`src/rtl/spm_pkg.sv`:
```
// Package for the slotted page manager: transaction payload types, request and
// status codes, and the command and status types between controller and datapath.
// Depends on nothing.
`timescale 1ns / 1ps
`default_nettype none
package spm_pkg;

  localparam int AXW = 18;

  localparam logic [2:0] REQ_ADD    = 3'd0;
  localparam logic [2:0] REQ_GET    = 3'd1;
  localparam logic [2:0] REQ_RESIZE = 3'd2;
  localparam logic [2:0] REQ_DELETE = 3'd3;
  localparam logic [2:0] REQ_WRITE  = 3'd4;
  localparam logic [2:0] REQ_READ   = 3'd5;

  localparam logic [1:0] ST_OK      = 2'd0;
  localparam logic [1:0] ST_NO_ROOM = 2'd1;
  localparam logic [1:0] ST_ABSENT  = 2'd2;

  localparam logic [9:0] MAX_COUNT = 10'd1023;

  localparam logic [4:0] C_NOP      = 5'd0;
  localparam logic [4:0] C_LOAD     = 5'd1;
  localparam logic [4:0] C_HDR      = 5'd2;
  localparam logic [4:0] C_ADD_UPD  = 5'd3;
  localparam logic [4:0] C_ENT_WR   = 5'd4;
  localparam logic [4:0] C_ENT_RD   = 5'd5;
  localparam logic [4:0] C_ENT_LAST = 5'd6;
  localparam logic [4:0] C_RSZ_PREP = 5'd7;
  localparam logic [4:0] C_DEL_PREP = 5'd8;
  localparam logic [4:0] C_SH_SETUP = 5'd9;
  localparam logic [4:0] C_CP_RD    = 5'd10;
  localparam logic [4:0] C_CP_WR    = 5'd11;
  localparam logic [4:0] C_WALK_INIT = 5'd12;
  localparam logic [4:0] C_WK_RD    = 5'd13;
  localparam logic [4:0] C_WK_WR    = 5'd14;
  localparam logic [4:0] C_WK_NEXT  = 5'd15;
  localparam logic [4:0] C_FE_UPD   = 5'd16;
  localparam logic [4:0] C_MEM_WR   = 5'd17;
  localparam logic [4:0] C_MEM_RD   = 5'd18;
  localparam logic [4:0] C_FIN      = 5'd19;

  localparam logic [3:0] K_ERR      = 4'd0;
  localparam logic [3:0] K_NO_ROOM  = 4'd1;
  localparam logic [3:0] K_ADD_OK   = 4'd2;
  localparam logic [3:0] K_GET_OK   = 4'd3;
  localparam logic [3:0] K_RSZ_FAIL = 4'd4;
  localparam logic [3:0] K_RSZ_OK   = 4'd5;
  localparam logic [3:0] K_DEL_OK   = 4'd6;
  localparam logic [3:0] K_WR_OK    = 4'd7;
  localparam logic [3:0] K_RD_OK    = 4'd8;

  typedef struct packed {
    logic [2:0]  req_type;
    logic [9:0]  rec_id;
    logic [11:0] length;
    logic [11:0] offset;
    logic [7:0]  wdata;
  } spm_in_t;

  typedef struct packed {
    logic [1:0]  status;
    logic [9:0]  slot;
    logic [11:0] location;
    logic [11:0] size_out;
    logic [7:0]  rdata;
  } spm_out_t;

  typedef struct packed {
    logic [4:0] op;
    logic [1:0] idx;
    logic [3:0] kind;
  } spm_cmd_t;

  typedef struct packed {
    logic [2:0] req_type;
    logic       id_ok;
    logic       add_ok;
    logic       grow;
    logic       grow_ok;
    logic       sane;
    logic       lc_zero;
    logic       off_ok;
    logic       move_zero;
    logic       rem_zero;
    logic       rem_last;
    logic       k_over;
    logic       hit;
  } spm_stat_t;

endpackage
`default_nettype wire

```
`src/rtl/spm_ctrl.sv`:
```
// Controller state machine of the slotted page manager.
// Sequences datapath commands; depends on spm_pkg.
`timescale 1ns / 1ps
`default_nettype none
module spm_ctrl (
  input  wire logic              clk,
  input  wire logic              rst_n,
  input  wire logic              in_valid,
  output logic                   in_ready,
  output logic                   out_valid,
  input  wire logic              out_ready,
  input  wire spm_pkg::spm_stat_t st,
  output spm_pkg::spm_cmd_t      cmd
);
  import spm_pkg::*;

  localparam logic [4:0] S_IDLE  = 5'd0;
  localparam logic [4:0] S_HDR   = 5'd1;
  localparam logic [4:0] S_DISP  = 5'd2;
  localparam logic [4:0] S_FIN   = 5'd3;
  localparam logic [4:0] S_AWR   = 5'd4;
  localparam logic [4:0] S_ERD   = 5'd5;
  localparam logic [4:0] S_ELAST = 5'd6;
  localparam logic [4:0] S_ECHK  = 5'd7;
  localparam logic [4:0] S_DWR   = 5'd8;
  localparam logic [4:0] S_SH0   = 5'd9;
  localparam logic [4:0] S_SH1   = 5'd10;
  localparam logic [4:0] S_CPR   = 5'd11;
  localparam logic [4:0] S_CPW   = 5'd12;
  localparam logic [4:0] S_WKI   = 5'd13;
  localparam logic [4:0] S_WK    = 5'd14;
  localparam logic [4:0] S_WK1   = 5'd15;
  localparam logic [4:0] S_WK2   = 5'd16;
  localparam logic [4:0] S_WK3   = 5'd17;
  localparam logic [4:0] S_WK4   = 5'd18;
  localparam logic [4:0] S_POST  = 5'd19;
  localparam logic [4:0] S_RWR   = 5'd20;

  logic [4:0] state_r, state_nxt;
  logic [4:0] ret_r, ret_nxt;
  logic [3:0] fin_r, fin_nxt;
  logic [1:0] j_r, j_nxt;
  logic       phase_r, phase_nxt;
  logic       out_valid_r, out_valid_nxt;

  assign out_valid = out_valid_r;

  always_comb begin
    state_nxt     = state_r;
    ret_nxt       = ret_r;
    fin_nxt       = fin_r;
    j_nxt         = j_r;
    phase_nxt     = phase_r;
    out_valid_nxt = out_valid_r && !out_ready;
    in_ready      = 1'b0;
    cmd           = '{op: C_NOP, idx: 2'd0, kind: K_ERR};
    case (state_r)
      S_IDLE: begin
        in_ready = 1'b1;
        if (in_valid) begin
          cmd.op    = C_LOAD;
          phase_nxt = 1'b0;
          state_nxt = S_DISP;
        end
      end
      S_HDR: begin
        cmd.op  = C_HDR;
        cmd.idx = j_r;
        j_nxt   = j_r + 2'd1;
        if (j_r == 2'd3) begin
          state_nxt = ret_r;
        end
      end
      S_DISP: begin
        state_nxt = S_FIN;
        fin_nxt   = K_ERR;
        case (st.req_type)
          REQ_ADD: begin
            if (st.add_ok) begin
              cmd.op    = C_ADD_UPD;
              j_nxt     = 2'd0;
              state_nxt = S_AWR;
            end else begin
              fin_nxt = K_NO_ROOM;
            end
          end
          REQ_GET, REQ_RESIZE, REQ_DELETE: begin
            if (st.id_ok) begin
              j_nxt     = 2'd0;
              state_nxt = S_ERD;
            end
          end
          REQ_WRITE: begin
            if (st.off_ok) begin
              cmd.op  = C_MEM_WR;
              fin_nxt = K_WR_OK;
            end
          end
          REQ_READ: begin
            if (st.off_ok) begin
              cmd.op  = C_MEM_RD;
              fin_nxt = K_RD_OK;
            end
          end
          default: begin
            fin_nxt = K_ERR;
          end
        endcase
      end
      S_FIN: begin
        if (!out_valid_r || out_ready) begin
          cmd.op        = C_FIN;
          cmd.kind      = fin_r;
          out_valid_nxt = 1'b1;
          state_nxt     = S_IDLE;
        end
      end
      S_AWR: begin
        cmd.op  = C_ENT_WR;
        cmd.idx = j_r;
        j_nxt   = j_r + 2'd1;
        if (j_r == 2'd3) begin
          ret_nxt   = S_FIN;
          fin_nxt   = K_ADD_OK;
          state_nxt = S_HDR;
        end
      end
      S_ERD: begin
        cmd.op  = C_ENT_RD;
        cmd.idx = j_r;
        j_nxt   = j_r + 2'd1;
        if (j_r == 2'd3) begin
          state_nxt = S_ELAST;
        end
      end
      S_ELAST: begin
        cmd.op    = C_ENT_LAST;
        cmd.idx   = 2'd3;
        j_nxt     = 2'd0;
        state_nxt = phase_r ? S_RWR : S_ECHK;
      end
      S_ECHK: begin
        state_nxt = S_FIN;
        fin_nxt   = K_ERR;
        case (st.req_type)
          REQ_GET: begin
            if (!st.lc_zero) begin
              fin_nxt = K_GET_OK;
            end
          end
          REQ_RESIZE: begin
            if (st.sane) begin
              if (st.grow && !st.grow_ok) begin
                fin_nxt = K_RSZ_FAIL;
              end else begin
                cmd.op    = C_RSZ_PREP;
                state_nxt = S_SH0;
              end
            end
          end
          default: begin
            if (st.sane) begin
              cmd.op    = C_DEL_PREP;
              j_nxt     = 2'd0;
              state_nxt = S_DWR;
            end
          end
        endcase
      end
      S_DWR: begin
        cmd.op  = C_ENT_WR;
        cmd.idx = j_r;
        j_nxt   = j_r + 2'd1;
        if (j_r == 2'd3) begin
          state_nxt = S_SH0;
        end
      end
      S_SH0: begin
        cmd.op    = C_SH_SETUP;
        state_nxt = S_SH1;
      end
      S_SH1: begin
        if (st.move_zero) begin
          state_nxt = S_POST;
        end else if (st.rem_zero) begin
          state_nxt = S_WKI;
        end else begin
          state_nxt = S_CPR;
        end
      end
      S_CPR: begin
        cmd.op    = C_CP_RD;
        state_nxt = S_CPW;
      end
      S_CPW: begin
        cmd.op    = C_CP_WR;
        state_nxt = st.rem_last ? S_WKI : S_CPR;
      end
      S_WKI: begin
        cmd.op    = C_WALK_INIT;
        state_nxt = S_WK;
      end
      S_WK: begin
        if (st.k_over) begin
          cmd.op    = C_FE_UPD;
          ret_nxt   = S_POST;
          j_nxt     = 2'd0;
          state_nxt = S_HDR;
        end else begin
          cmd.op    = C_WK_RD;
          cmd.idx   = 2'd0;
          state_nxt = S_WK1;
        end
      end
      S_WK1: begin
        cmd.op    = C_WK_RD;
        cmd.idx   = 2'd1;
        state_nxt = S_WK2;
      end
      S_WK2: begin
        cmd.op    = C_WK_RD;
        cmd.idx   = 2'd2;
        state_nxt = S_WK3;
      end
      S_WK3: begin
        if (st.hit) begin
          cmd.op    = C_WK_WR;
          cmd.idx   = 2'd0;
          state_nxt = S_WK4;
        end else begin
          cmd.op    = C_WK_NEXT;
          state_nxt = S_WK;
        end
      end
      S_WK4: begin
        cmd.op    = C_WK_WR;
        cmd.idx   = 2'd1;
        state_nxt = S_WK;
      end
      S_POST: begin
        if (st.req_type == REQ_RESIZE) begin
          phase_nxt = 1'b1;
          j_nxt     = 2'd0;
          state_nxt = S_ERD;
        end else begin
          fin_nxt   = K_DEL_OK;
          state_nxt = S_FIN;
        end
      end
      S_RWR: begin
        cmd.op  = C_ENT_WR;
        cmd.idx = j_r;
        j_nxt   = j_r + 2'd1;
        if (j_r == 2'd1) begin
          phase_nxt = 1'b0;
          fin_nxt   = K_RSZ_OK;
          state_nxt = S_FIN;
        end
      end
      default: begin
        state_nxt = S_IDLE;
      end
    endcase
  end

  always_ff @(posedge clk) begin
    if (!rst_n) begin
      state_r     <= S_HDR;
      ret_r       <= S_IDLE;
      fin_r       <= K_ERR;
      j_r         <= 2'd0;
      phase_r     <= 1'b0;
      out_valid_r <= 1'b0;
    end else begin
      state_r     <= state_nxt;
      ret_r       <= ret_nxt;
      fin_r       <= fin_nxt;
      j_r         <= j_nxt;
      phase_r     <= phase_nxt;
      out_valid_r <= out_valid_nxt;
    end
  end

`ifndef NO_ASSERTIONS
  a_fin_slot_free: assert property (@(posedge clk) disable iff (!rst_n)
    (cmd.op == C_FIN) |-> (!out_valid_r || out_ready))
    else $error("Result loaded while the output register was still occupied.");
  a_fin_sets_valid: assert property (@(posedge clk) disable iff (!rst_n)
    (cmd.op == C_FIN) |=> out_valid_r)
    else $error("Result loaded without raising out_valid.");
  a_ready_no_cmd: assert property (@(posedge clk) disable iff (!rst_n)
    (in_ready && !in_valid) |-> (cmd.op == C_NOP))
    else $error("Command issued while waiting for a transaction.");
`endif

endmodule
`default_nettype wire

```
`config.mk`:
```
export PLATFORM = sky130hd
export DESIGN_NAME = spm_ctrl
export DESIGN_NICKNAME = d
export VERILOG_FILES = /design/src/rtl/spm_pkg.sv /design/src/rtl/spm_ctrl.sv
export SDC_FILE = /design/constraint.sdc
export NUM_CORES = 1
export LEC_CHECK = 0
export BUFFER_PORTS_ARGS = -buffer_cell sky130_fd_sc_hd__buf_2
export CAP_MARGIN = 5
export CORE_MARGIN = 2
export CORE_UTILIZATION = 57
export DETAILED_ROUTE_END_ITERATION = 10
export GPL_ROUTABILITY_DRIVEN = 0
export PLACE_DENSITY = 0.83
export SETUP_SLACK_MARGIN = 0.3
export SYNTH_ARGS = -nofsm -noshare
export SYNTH_HDL_FRONTEND = slang
export SYNTH_SLANG_ARGS = --single-unit
```
`constraint.sdc`:
```
create_clock -name clk -period 2.6 [get_ports clk]
set_clock_uncertainty 0.2 [all_clocks]
set_input_delay 0.13 -clock clk [delete_from_list [all_inputs] [get_ports clk]]
set_output_delay 0.13 -clock clk [all_outputs]
set_load 0.02 [all_outputs]
```
Word level (Yosys, flattened, before mapping). Cells that the tools add are included.

Add/subtract/negate cells: 1. Equality and inequality tests: 42. Mux-type cells: 68. Reduce and logical (&&, ||, !) cells: 24.

Operators by type and width (count): one-hot mux 5 bit (20 select lines) (1); 2-to-1 mux 5 bit (16); one-hot mux 5 bit (16 select lines) (1); 2-to-1 mux 4 bit (11); == test 5 x 4 -> 1 bit, second input constant (8); 2-to-1 mux 3 bit (10); == test 5 bit, second input constant (5); != test 2 bit, second input constant (12); == test 5 x 3 -> 1 bit, second input constant (4); one-hot mux 4 bit (5 select lines) (1); 2-to-1 mux 2 bit (8); one-hot mux 4 bit (2 select lines) (2); one-hot mux 5 bit (3 select lines) (1); one-hot mux 2 bit (6 select lines) (1); one-hot mux 3 bit (2 select lines) (2); one-hot mux 4 bit (3 select lines) (1); == test 5 x 2 -> 1 bit, second input constant (2); one-hot mux 5 bit (2 select lines) (1); 2-to-1 mux 1 bit (9); one-hot mux 2 bit (4 select lines) (1); AND reduction 4 bit (2); AND reduction 8 bit (1); OR reduction 2 bit (4); AND reduction 7 bit (1); 23 further kinds (30).

Flip-flop bits (word level): 18. Input port bits: 19. Output and inout bits: 13.

Depth between registers and ports, before layout. Gate-level depths: netlist (run 1).

Depth in word-level cells: 6. Gate-level depth with buffers: 8. Gate-level depth less buffers: 6.

Worst setup path before layout (run 1). Ideal clock, no wire load.

Kind: register to output. From: reg state_r[0]. To: out cmd[10] in the netlist's numbering. Arrival: 1839 ps. Data required time: 2270 ps. Path slack: 431 ps. Cell stages (with the launch flop): 7. Path buffers: 3. Cells stage by stage: dfxtp_1 buf_6 buf_2 buf_2 nor2_1 nand2_1 o311ai_0.

RTL lines: start: declaration (line spm_ctrl.sv:39) `logic [4:0] state_r, state_nxt;`; start signal: assignment (line spm_ctrl.sv:275) `state_r <= state_nxt;`; end: declaration (line spm_ctrl.sv:13) `output spm_pkg::spm_cmd_t cmd`.

==> results of run 1 <==
cell usage in the layout (no fill, tap or decap), types with 4 or more instances in the layout:
cell                        n
sky130_fd_sc_hd__buf_2     31
sky130_fd_sc_hd__o21ai_0   22
sky130_fd_sc_hd__a21oi_1   22
sky130_fd_sc_hd__nand2_1   17
sky130_fd_sc_hd__nor2b_1   15
sky130_fd_sc_hd__nor2_1    14
sky130_fd_sc_hd__and2_1    10
sky130_fd_sc_hd__nand2b_1  10
sky130_fd_sc_hd__dfxtp_1   10
sky130_fd_sc_hd__buf_4     10
sky130_fd_sc_hd__nor3_1     7
sky130_fd_sc_hd__a31oi_1    7
sky130_fd_sc_hd__nand3_1    7
sky130_fd_sc_hd__inv_1      7
sky130_fd_sc_hd__o32ai_1    4
sky130_fd_sc_hd__xnor2_1    4
sky130_fd_sc_hd__a211oi_1   4
worst register-to-register path, delay by kind of cell, from the launching register on:
family	cells	cell delay, ns
and+or+nand+nor	3	0.97
buffers and inverters	1	0.21
DFF	1	0.42
AOI/OAI and AO/OA	2	0.22
registers in the layout, summed over array words and instances (netlist names):
register and cells:
state_r 5, fin_r 4, j_r 2, ret_r 2, out_valid 1, phase_r 1
cells in the mapped netlist, types with 2 or more instances:
cell type	count
sky130_fd_sc_hd__a21o_1	2
sky130_fd_sc_hd__nor2_1	17
sky130_fd_sc_hd__buf_1	2
sky130_fd_sc_hd__a2111oi_0	3
sky130_fd_sc_hd__and2_1	9
sky130_fd_sc_hd__nand3_1	7
sky130_fd_sc_hd__ha_1	2
sky130_fd_sc_hd__xnor2_1	4
sky130_fd_sc_hd__a22oi_1	3
sky130_fd_sc_hd__and4b_1	2
sky130_fd_sc_hd__a31oi_1	7
sky130_fd_sc_hd__or4b_1	2
sky130_fd_sc_hd__o31ai_1	2
sky130_fd_sc_hd__clkbuf_1	3
sky130_fd_sc_hd__buf_6	4
sky130_fd_sc_hd__o32ai_1	5
sky130_fd_sc_hd__a211o_1	2
sky130_fd_sc_hd__nor2b_1	16
sky130_fd_sc_hd__o21a_1	2
sky130_fd_sc_hd__buf_2	14
sky130_fd_sc_hd__or3b_1	3
sky130_fd_sc_hd__dfxtp_1	15
sky130_fd_sc_hd__o21ai_0	22
sky130_fd_sc_hd__a21oi_1	22
sky130_fd_sc_hd__a32oi_1	2
sky130_fd_sc_hd__nor3b_1	4
sky130_fd_sc_hd__mux2i_1	2
sky130_fd_sc_hd__a211oi_1	4
sky130_fd_sc_hd__or4_4	2
sky130_fd_sc_hd__nand2_1	19
sky130_fd_sc_hd__nand2b_1	11
sky130_fd_sc_hd__inv_1	7
sky130_fd_sc_hd__nor4_1	2
sky130_fd_sc_hd__o311ai_0	2
sky130_fd_sc_hd__nor3_1	10
sky130_fd_sc_hd__nand4_1	2
layer usage:
metal / track usage, % / vias to the layer above / wire length [µm] / part of all wire, %
li1: - / 1104 / - / -
met1: 45.2 / 1108 / 2560 / 37
met2: 51.2 / 214 / 2960 / 43
met3: 6.67 / 61 / 876 / 13
met4: 13.1 / 0 / 475 / 6.9
met5: 0 / - / 0 / 0
cells by family (layout without fill, tap and decap cells):
kind of cell / after synthesis / count (layout)
AO/OA/AOI/OAI: 101 / 101
XOR/XNOR: 5 / 5
adder cells (fa/ha/maj): 2 / 2
buffers and inverters: 31 / 59
flip-flops: 15 / 15
multiplexers: 2 / 2
AND/OR/NAND/NOR: 119 / 119
power breakdown:
part / internal [mW] / switching [mW] / total (mW)
logic: 0.190 / 0.286 / 0.476
registers: 0.246 / 0.0347 / 0.281
clock network: 0.0600 / 0.0915 / 0.151
per-stage QoR:
step	hold slack, ns	setup WS, ns
after CTS	0.0200	0.280
final	0.0395	0.292
after global placement	0.262	0.398
after global routing	0.0227	0.170
after detailed placement	0.271	0.391
after floorplan	0.0665	0.431
area by class of cell:
class,count,area share [%]
Multi-Input combinational cell,229,67.5
Timing Repair Buffer,48,14.6
Sequential cell,15,13.3
Tap cell,46,2.43
Clock buffer,4,1.11
Inverter,7,1.11
repair_timing:
item,in CTS,in global routing
buffers inserted,0,1
pin swaps,0,2
resized for setup,9,22
setup endpoints to repair,9,12
hold buffers,3,0
endpoints found under the hold margin,6,0
gates cloned,0,1
final timing paths:
path | endpoint | depth (start not counted)
worst max register to register | state_r[4] | 6
worst min register to register | ret_r[4] | 2
worst max-delay path | cmd[6] | 7
worst min-delay path | state_r[3] | 3
==> reports/summary.md, run 1 <==
The critical path starts at state_r[3]. CTS root buffer: sky130_fd_sc_hd__clkbuf_4. The final layout contains routed wiring with a total length of 6870 µm. For this run, asynchronously set or reset flops after synthesis account for 0%.

The complex-gate fraction of the synthesized area works out to 35.4%. The floorplan step defined a die boundary enclosing 3960 µm². The logs give 1600 µm² for the area used by multi-input combinational logic and 4640 µm for the sum of net half-perimeters after detailed placement. Summing over every cut layer, the via total after detailed routing is 2487. The run gives 314 µm² as the total area of sequential cells. The main combinational cell family by area after synthesis is simple AND/OR/NAND/NOR gates. In this run the remaining antenna-violating nets after routing total 0. For the final routed database, the setup TNS stands at 0 ns. The clock reaches the later pin of the worst-skew pair after 0.30 ns. Once placement finished, the instance area stood at 2180 µm². The fraction of the core area covered by cells at the end of the flow was 71.0%; the final hold violation count was 0.

The maximum fanout along the worst path was 32. Fraction of layout instances using a drive strength above 1: 27.1%. For the worst-case register-to-register setup slack, the log shows 0.45 ns.

The floorplan step set the die height to 62.9 µm. The share of Yosys cell area claimed by the top area cell type is 15.2%. The min-delay analysis places its worst path in the category input pin to flop. At the end of the flow, the number of nets in the layout was 325.

The first global-routing pass estimated 10600 µm of wire. The logs give 0.908 mW for the power after layout and 349 for the number of cells in the finished layout apart from fillers. The worst register-to-register path begins at state_r[1].

The number of global-route vias before repair came out at 2118. The final critical-path required period was 2.31 ns; the number of buffers added on ports was 31. The pin count of the biggest net entering global routing is 37, and the average wire length per cell after detail routing is 19.7 µm. The final cycle utilization of the critical path works out to 88.8%.

Dividing the detail-routed via count by the number of cells gives 7.13. Setup repair after global routing could not meet its margin everywhere. The largest incremental delay on the critical path is 0.40 ns. The number of synthesized register bits is 15. The global routing usage summed across all routing layers is 33.2%.

Of the total synthesized cell area, the portion taken by XOR and XNOR cells is 2.21%. The effective utilization at floorplan is 59.3%. The worst ir drop on vdd came out at 0.377 mV.

STA puts the critical path data required time at 2.27 ns. TritonCTS built the clock tree. The synthesized netlist cell count was 275.

Signal arrival time at the worst endpoint: 1.98 ns. The synthesized-area fraction occupied by and/or/nand/nor cells is 36.5%. Max-cap violations in this run came to 0. The run finished with clean final reports. Yosys attributes the largest share of cell area to sky130_fd_sc_hd__dfxtp_1, sky130_fd_sc_hd__a21oi_1, sky130_fd_sc_hd__o21ai_0, sky130_fd_sc_hd__nor2b_1, sky130_fd_sc_hd__nand2_1. Together, buffers and inverters on the worst path number 2. The floorplan has 21 rows. The tools report the maximum clock rate as 433 MHz. The run gives 0.857 nW as the total leakage power. Counting flops with a built-in enable in the synthesized netlist gives 0. Clock tree synthesis inserted a total of 3 buffers. After synthesis the cells add up to 1980 µm². The placeable core area is 3340 µm². STA classifies the critical path endpoint as an output pin. The worst pin sits at a relative slew slack of 55.7%. For this run, the detailed router's first-pass iteration total came to 5. The portion of netlist area occupied by mux cells works out to 1.01%. For the initial antenna violation count, the log shows 0.

Sequential elements use 15.2% of the synthesized area. The power density of the placed cells was 383 nW/µm². The fill cell instance count of the final layout was 273.

The total placed cells including tap cells came out at 340. The synthesized netlist contains 74 unique library cells. In the routed design, unresolved DRC markers number 0.

The final cell area excluding filler cells is 2370 µm², and the transition time at the pin with the least slew margin is 0.664 ns. The worst hold path begins at st[7]. sky130_fd_sc_hd__dfxtp_1 takes more of the synthesized area than any other cell. Traced cell by cell, the critical path runs through buf_12 -> nor3b_4 -> nand2_2 -> a2111oi_2 -> a2111oi_0 -> nand2_1 -> buf_2. The clock net in this run drives a total of 15 sinks.

The maximum buffer depth of the clock tree was 2; the die width was 62.9 µm. The repair_antennas step left the layout with diodes totalling 0. During synthesis, Yosys emitted a total of 0 warnings.

Summed over all layers, the global routing overflow is 0. The run gives 432 as the initial DRC count. The critical setup path kind is flop to output pin. 32 I/O pins were placed. The area overhead of the layout relative to synthesis works out to 19.7%. For the final setup violation count, the log shows 0. The slowest stage cell on the critical path is sky130_fd_sc_hd__dfxtp_4.

Among cell families on the critical path, the largest total delay comes from simple AND/OR/NAND/NOR gates. Dividing the synthesized area by the synthesized cell count gives 7.20 µm². STA classifies the critical path startpoint as a flop. For this run, the leading register cell type out of synthesis is sky130_fd_sc_hd__dfxtp_1.

The area share of fa/ha/maj cells after synthesis is 1.26%. The depth of the CTS H-tree is 1, and the clock transition time at the flip-flop clock pins of the worst setup and hold paths is 0.10 ns. The number of nets handed over by synthesis was 296. The final number of max-transition violations came out at 0.
Power figures use the tool's default switching activity.
==> run 2: changes to the inputs <==
--- a/config.mk
+++ b/config.mk
@@ -12,6 +12,7 @@
 export DETAILED_ROUTE_END_ITERATION = 10
 export GPL_ROUTABILITY_DRIVEN = 0
 export PLACE_DENSITY = 0.83
+export REMOVE_ABC_BUFFERS = 1
 export SETUP_SLACK_MARGIN = 0.3
 export SYNTH_ARGS = -nofsm -noshare
 export SYNTH_HDL_FRONTEND = slang
==> constraint.sdc (replaced) <==
create_clock -name clk -period 2.35 [get_ports clk]
set_clock_uncertainty 0.2 [all_clocks]
set_input_delay 0.1175 -clock clk [delete_from_list [all_inputs] [get_ports clk]]
set_output_delay 0.1175 -clock clk [all_outputs]
set_load 0.02 [all_outputs]
==> reports/summary.md, run 2 <==
Summed over all instances, the cell type with the most area after synthesis is sky130_fd_sc_hd__dfxtp_1. Type of pin the worst path ends at: an output port. Number of buffers added on ports: 31. The async set or reset register ratio after synthesis came out at 0%. Sorting the synthesized cells by area gives the leading types as sky130_fd_sc_hd__dfxtp_1, sky130_fd_sc_hd__a21oi_1, sky130_fd_sc_hd__o21ai_0, sky130_fd_sc_hd__nor2b_1, sky130_fd_sc_hd__nand2_1. In this run the vertical extent of the chip is 62.9 µm. In this run, distinct cell masters in the synthesized netlist total 74.

The run stopped with a tool error. In this run the deepest clock path goes through 2 buffers. The die width came out at 62.9 µm. By count the netlist is led by sky130_fd_sc_hd__a21oi_1, sky130_fd_sc_hd__o21ai_0, sky130_fd_sc_hd__nand2_1. The first error in the log reads "[ERROR DPL-0038] Utilization greater than 100%, impossible to legalize". Counting every instance in the synthesized netlist gives 275. Share of Yosys cell area claimed by the top area cell type: 15.2%.

The worst-slack endpoint at the end of global-route timing repair is cmd[7]. Entering global routing, the biggest net connects 20 pins. The sink count of the clock tree came out at 15. Count of yosys warnings during synthesis: 0. The sum of net half-perimeters after detailed placement came out at 4830 µm. Total clock buffers created by CTS: 3. Depth of the CTS H-tree: 1.

The cell area that synthesis handed to floorplanning was 1980 µm². Row generation in the floorplan step produced 21 rows. In this run, synthesis produced a sequential element count of 15.

The logs give 15.2% for the portion of the post-synthesis area used by sequential elements and 32 for the I/O pin count. Once the floorplan was initialized, standard cells occupied 59.3% of the core. The most used flip-flop cell after synthesis was sky130_fd_sc_hd__dfxtp_1. Including well taps, the total number of placed cells is 350.

The placement-stage cell area is 2240 µm². Yosys mapped a number of flops with a built-in enable equal to 0. The step where the flow halted was global routing.

A synthesized cell averages 7.20 µm². CTS root buffer: sky130_fd_sc_hd__clkbuf_4.
==> run 2: metrics by stage <==
stage	util, %	hold slack [ns]	setup slack, ns
floorplan	-	0.0540	-0.0989
global placement	67.2	0.249	0.172
detailed placement	67.2	0.250	0.0998
CTS	83.9	0.0292	0.150
==> run 2: kinds of logic after synthesis <==
logic type | after synthesis | synth area share, %
adder cells (fa/ha/maj) | 2 | 1.26
XOR/XNOR | 5 | 2.21
AND/OR/NAND/NOR | 119 | 36.5
buffers and inverters | 31 | 8.47
multiplexers | 2 | 1.01
AO/OA/AOI/OAI | 101 | 35.4
flip-flops | 15 | 15.2
==> run 2: what timing repair did <==
item	CTS
buffers inserted	18
gates cloned	4
pin swaps	9
endpoints found under the setup margin	22
hold buffers	4
hold endpoints to repair	7
gates resized for setup	63
==> run 3: changes to the inputs <==
--- a/config.mk
+++ b/config.mk
@@ -8,12 +8,11 @@
 export BUFFER_PORTS_ARGS = -buffer_cell sky130_fd_sc_hd__buf_2
 export CAP_MARGIN = 5
 export CORE_MARGIN = 2
-export CORE_UTILIZATION = 57
+export CORE_UTILIZATION = 40
 export DETAILED_ROUTE_END_ITERATION = 10
 export GPL_ROUTABILITY_DRIVEN = 0
-export PLACE_DENSITY = 0.83
+export PLACE_DENSITY_LB_ADDON = 0.15
 export REMOVE_ABC_BUFFERS = 1
-export SETUP_SLACK_MARGIN = 0.3
 export SYNTH_ARGS = -nofsm -noshare
 export SYNTH_HDL_FRONTEND = slang
 export SYNTH_SLANG_ARGS = --single-unit
==> reports/summary.md, run 3 (synthesized netlist as in run 1, its figures left out) <==
The run finished with clean final reports. The final hold violation count is 0, and the number of global-route vias before repair is 2140. Data arrives at the worst endpoint at 1.96 ns.

TritonCTS built the clock tree. The run gives 2 as the maximum buffer depth of the clock tree. The depth of the CTS H-tree was 1. The register with the most flip-flops in the layout has 5 of them. The critical setup path kind is flop to output pin.

For the pin with the worst max-slew slack, the measured transition is 0.486 ns. The die covers 5530 µm². The setup fix buffers added after clock tree synthesis was 0; the number of optimization iterations in the first detailed-route pass was 5.

Most common cell after layout, fill and taps aside: sky130_fd_sc_hd__buf_2. The worst ir drop on vdd was 0.222 mV; the depth of the most critical reg-to-reg path was 6. In this run the count of I/O pins placed on the die edge is 32.

Across the run, the number of max-cap violations was 0. After detailed routing, the total wire length is 7020 µm. For flop-to-flop paths, the worst setup slack is 0.21 ns. The critical path starts at state_r[2]. Setup repair after global routing left no endpoint under its margin. The maximum clock rate is 439 MHz, and the number of buffers added on ports is 31. The critical path launch point type was a flop.

For the pin count of the biggest net entering global routing, the log shows 19. The clock transition time at the flip-flop clock pins of the worst setup and hold paths came out at 0.07 ns. The final cycle utilization of the critical path is 96.9%.

The multi-input combinational cells in the finished layout cover a total of 1550 µm². Cells fill 51.2% of the core in the end. Power spread over the standard cell area amounts to 446 nW/µm².

Measured against its own limit, the worst slew margin works out to 67.2%. Subtracting the final worst setup slack from the clock period gives 2.28 ns. The post-detailed-route DRC marker count was 0.

The largest registers in the layout are state_r x5, fin_r x4. Detailed placement ended at an HPWL of 5420 µm. The die width is 74.3 µm. TritonCTS created 3 clock buffers. Detailed routing inserted a total of 2386 vias. The tools report the worst flop-to-flop path startpoint as state_r[0]. At the later pin of the worst-skew pair, clock insertion delay measures 0.26 ns.

After the first detailed-routing iteration, the DRC count stood at 303. In this run the worst hold path is classified as input pin to flop. In this run the remaining antenna-violating nets after routing total 0. The register with the highest flop count is state_r. The area overhead of the layout relative to synthesis is 23.0%, and the final setup violation count is 0. Along the worst path, the maximum fanout reaches 8. The library cells used most frequently in the layout, excluding fill and tap cells, are sky130_fd_sc_hd__buf_2, sky130_fd_sc_hd__buf_4, sky130_fd_sc_hd__o21ai_0, sky130_fd_sc_hd__a21oi_1, sky130_fd_sc_hd__nand2_1.

The logs give 0 for the final number of max-transition violations and 0 for the total congestion overflow after global routing. The floorplan step defined a core boundary enclosing 4750 µm². Across the whole layout, storage elements account for 304 µm².

After detailed routing, the number of vias per cell comes to 6.18. The total leakage power was 0.924 nW. The floorplan has 25 rows. End point of the critical path: cmd[6].

The logs give 1.09 mW for the power after layout and 2.03 ns for the required time of the critical path. The run gives 0 as the final antenna diode count. The layout has 492 filler cells. The destination of the worst register-to-register timing path is state_r[1]. Once the floorplan was initialized, standard cells occupied 41.6% of the core.

For the net total in the final layout, the log shows 341. In the final routed layout, each cell accounts on average for 18.2 µm. The tools report the sink count of the clock tree as 15. The run gives 0 as the initial antenna violation count. The fraction of layout instances using a drive strength above 1 is 28.5%. First-pass GRT wire length: 10900 µm. The worst setup path is captured at an output pin. The die height was 74.3 µm; the global routing usage summed across all routing layers was 25.9%.

The tools report the CTS root buffer as sky130_fd_sc_hd__clkbuf_8.
## run 3: timing repair
action / in CTS / in global routing
endpoints found under the setup margin: 1 / 5
endpoints found under the hold margin: 2 / 0
hold buffers: 2 / 0
pin swaps: 0 / 1
gates resized for setup: 8 / 8
## run 3: how the worst min path moves through the flow
| stage | startpoint | end | slack, ns | cells after the start |
|---|---|---|---|---|
| 6_report | out_ready | out_valid | 0.02 | 3 |
| 5_1_grt | out_ready | out_valid | 0.05 | 3 |
| 4_1_cts | out_ready | out_valid | 0.02 | 3 |
| 3_5_place_dp | rst_n | fin_r[2] | 0.26 | 2 |
| 3_3_place_gp | rst_n | phase_r | 0.25 | 3 |
| 2_1_floorplan | rst_n | state_r[0] | 0.05 | 1 |
## run 3: through the flow
step           cell area [µm²]  cells  setup TNS [ns]  hold slack, ns  worst slack (ns)
4_1_cts                   2410    386               0          0.0218           0.00799
6_report                  2430    386               0          0.0209            0.0733
2_1_floorplan             1840    251          -0.159          0.0540           -0.0989
5_1_grt                   2430    386               0          0.0463            0.0101
3_3_place_gp              2320    380         -0.0319           0.254           -0.0319
3_5_place_dp              2320    380               0           0.259            0.0651
## run 3: worst max-delay path, stage by stage, from the launching register on
cell and delay (ns):
sky130_fd_sc_hd__dfxtp_2 0.38, sky130_fd_sc_hd__nor2_2 0.20, sky130_fd_sc_hd__buf_4 0.17, sky130_fd_sc_hd__nand2_1 0.06
sky130_fd_sc_hd__a2111oi_1 0.47, sky130_fd_sc_hd__a2111oi_2 0.12, sky130_fd_sc_hd__nand2_1 0.13, sky130_fd_sc_hd__buf_2 0.17
## run 3: cell type report
| class | count | area share, % |
|---|---|---|
| repair buffers | 64 | 17.4 |
| well taps | 67 | 3.44 |
| inverters | 7 | 1.08 |
| clock buffers | 3 | 1.70 |
| multi-input cells | 229 | 63.7 |
| flip-flops and latches | 15 | 12.5 |
| clock inverters | 1 | 0.206 |
## run 3: power by group
part	internal (mW)	switching, mW	total [mW]
logic	0.222	0.332	0.554
registers	0.274	0.0271	0.301
clock network	0.118	0.114	0.232
total	0.614	0.472	1.09
## run 3: layer usage
metal,global-route usage [%],vias up,wire length (µm)
met5,0,-,0
met3,2.98,25,426
li1,-,1127,-
met1,36.7,1122,3180
met4,10.1,0,233
met2,40.2,112,3180
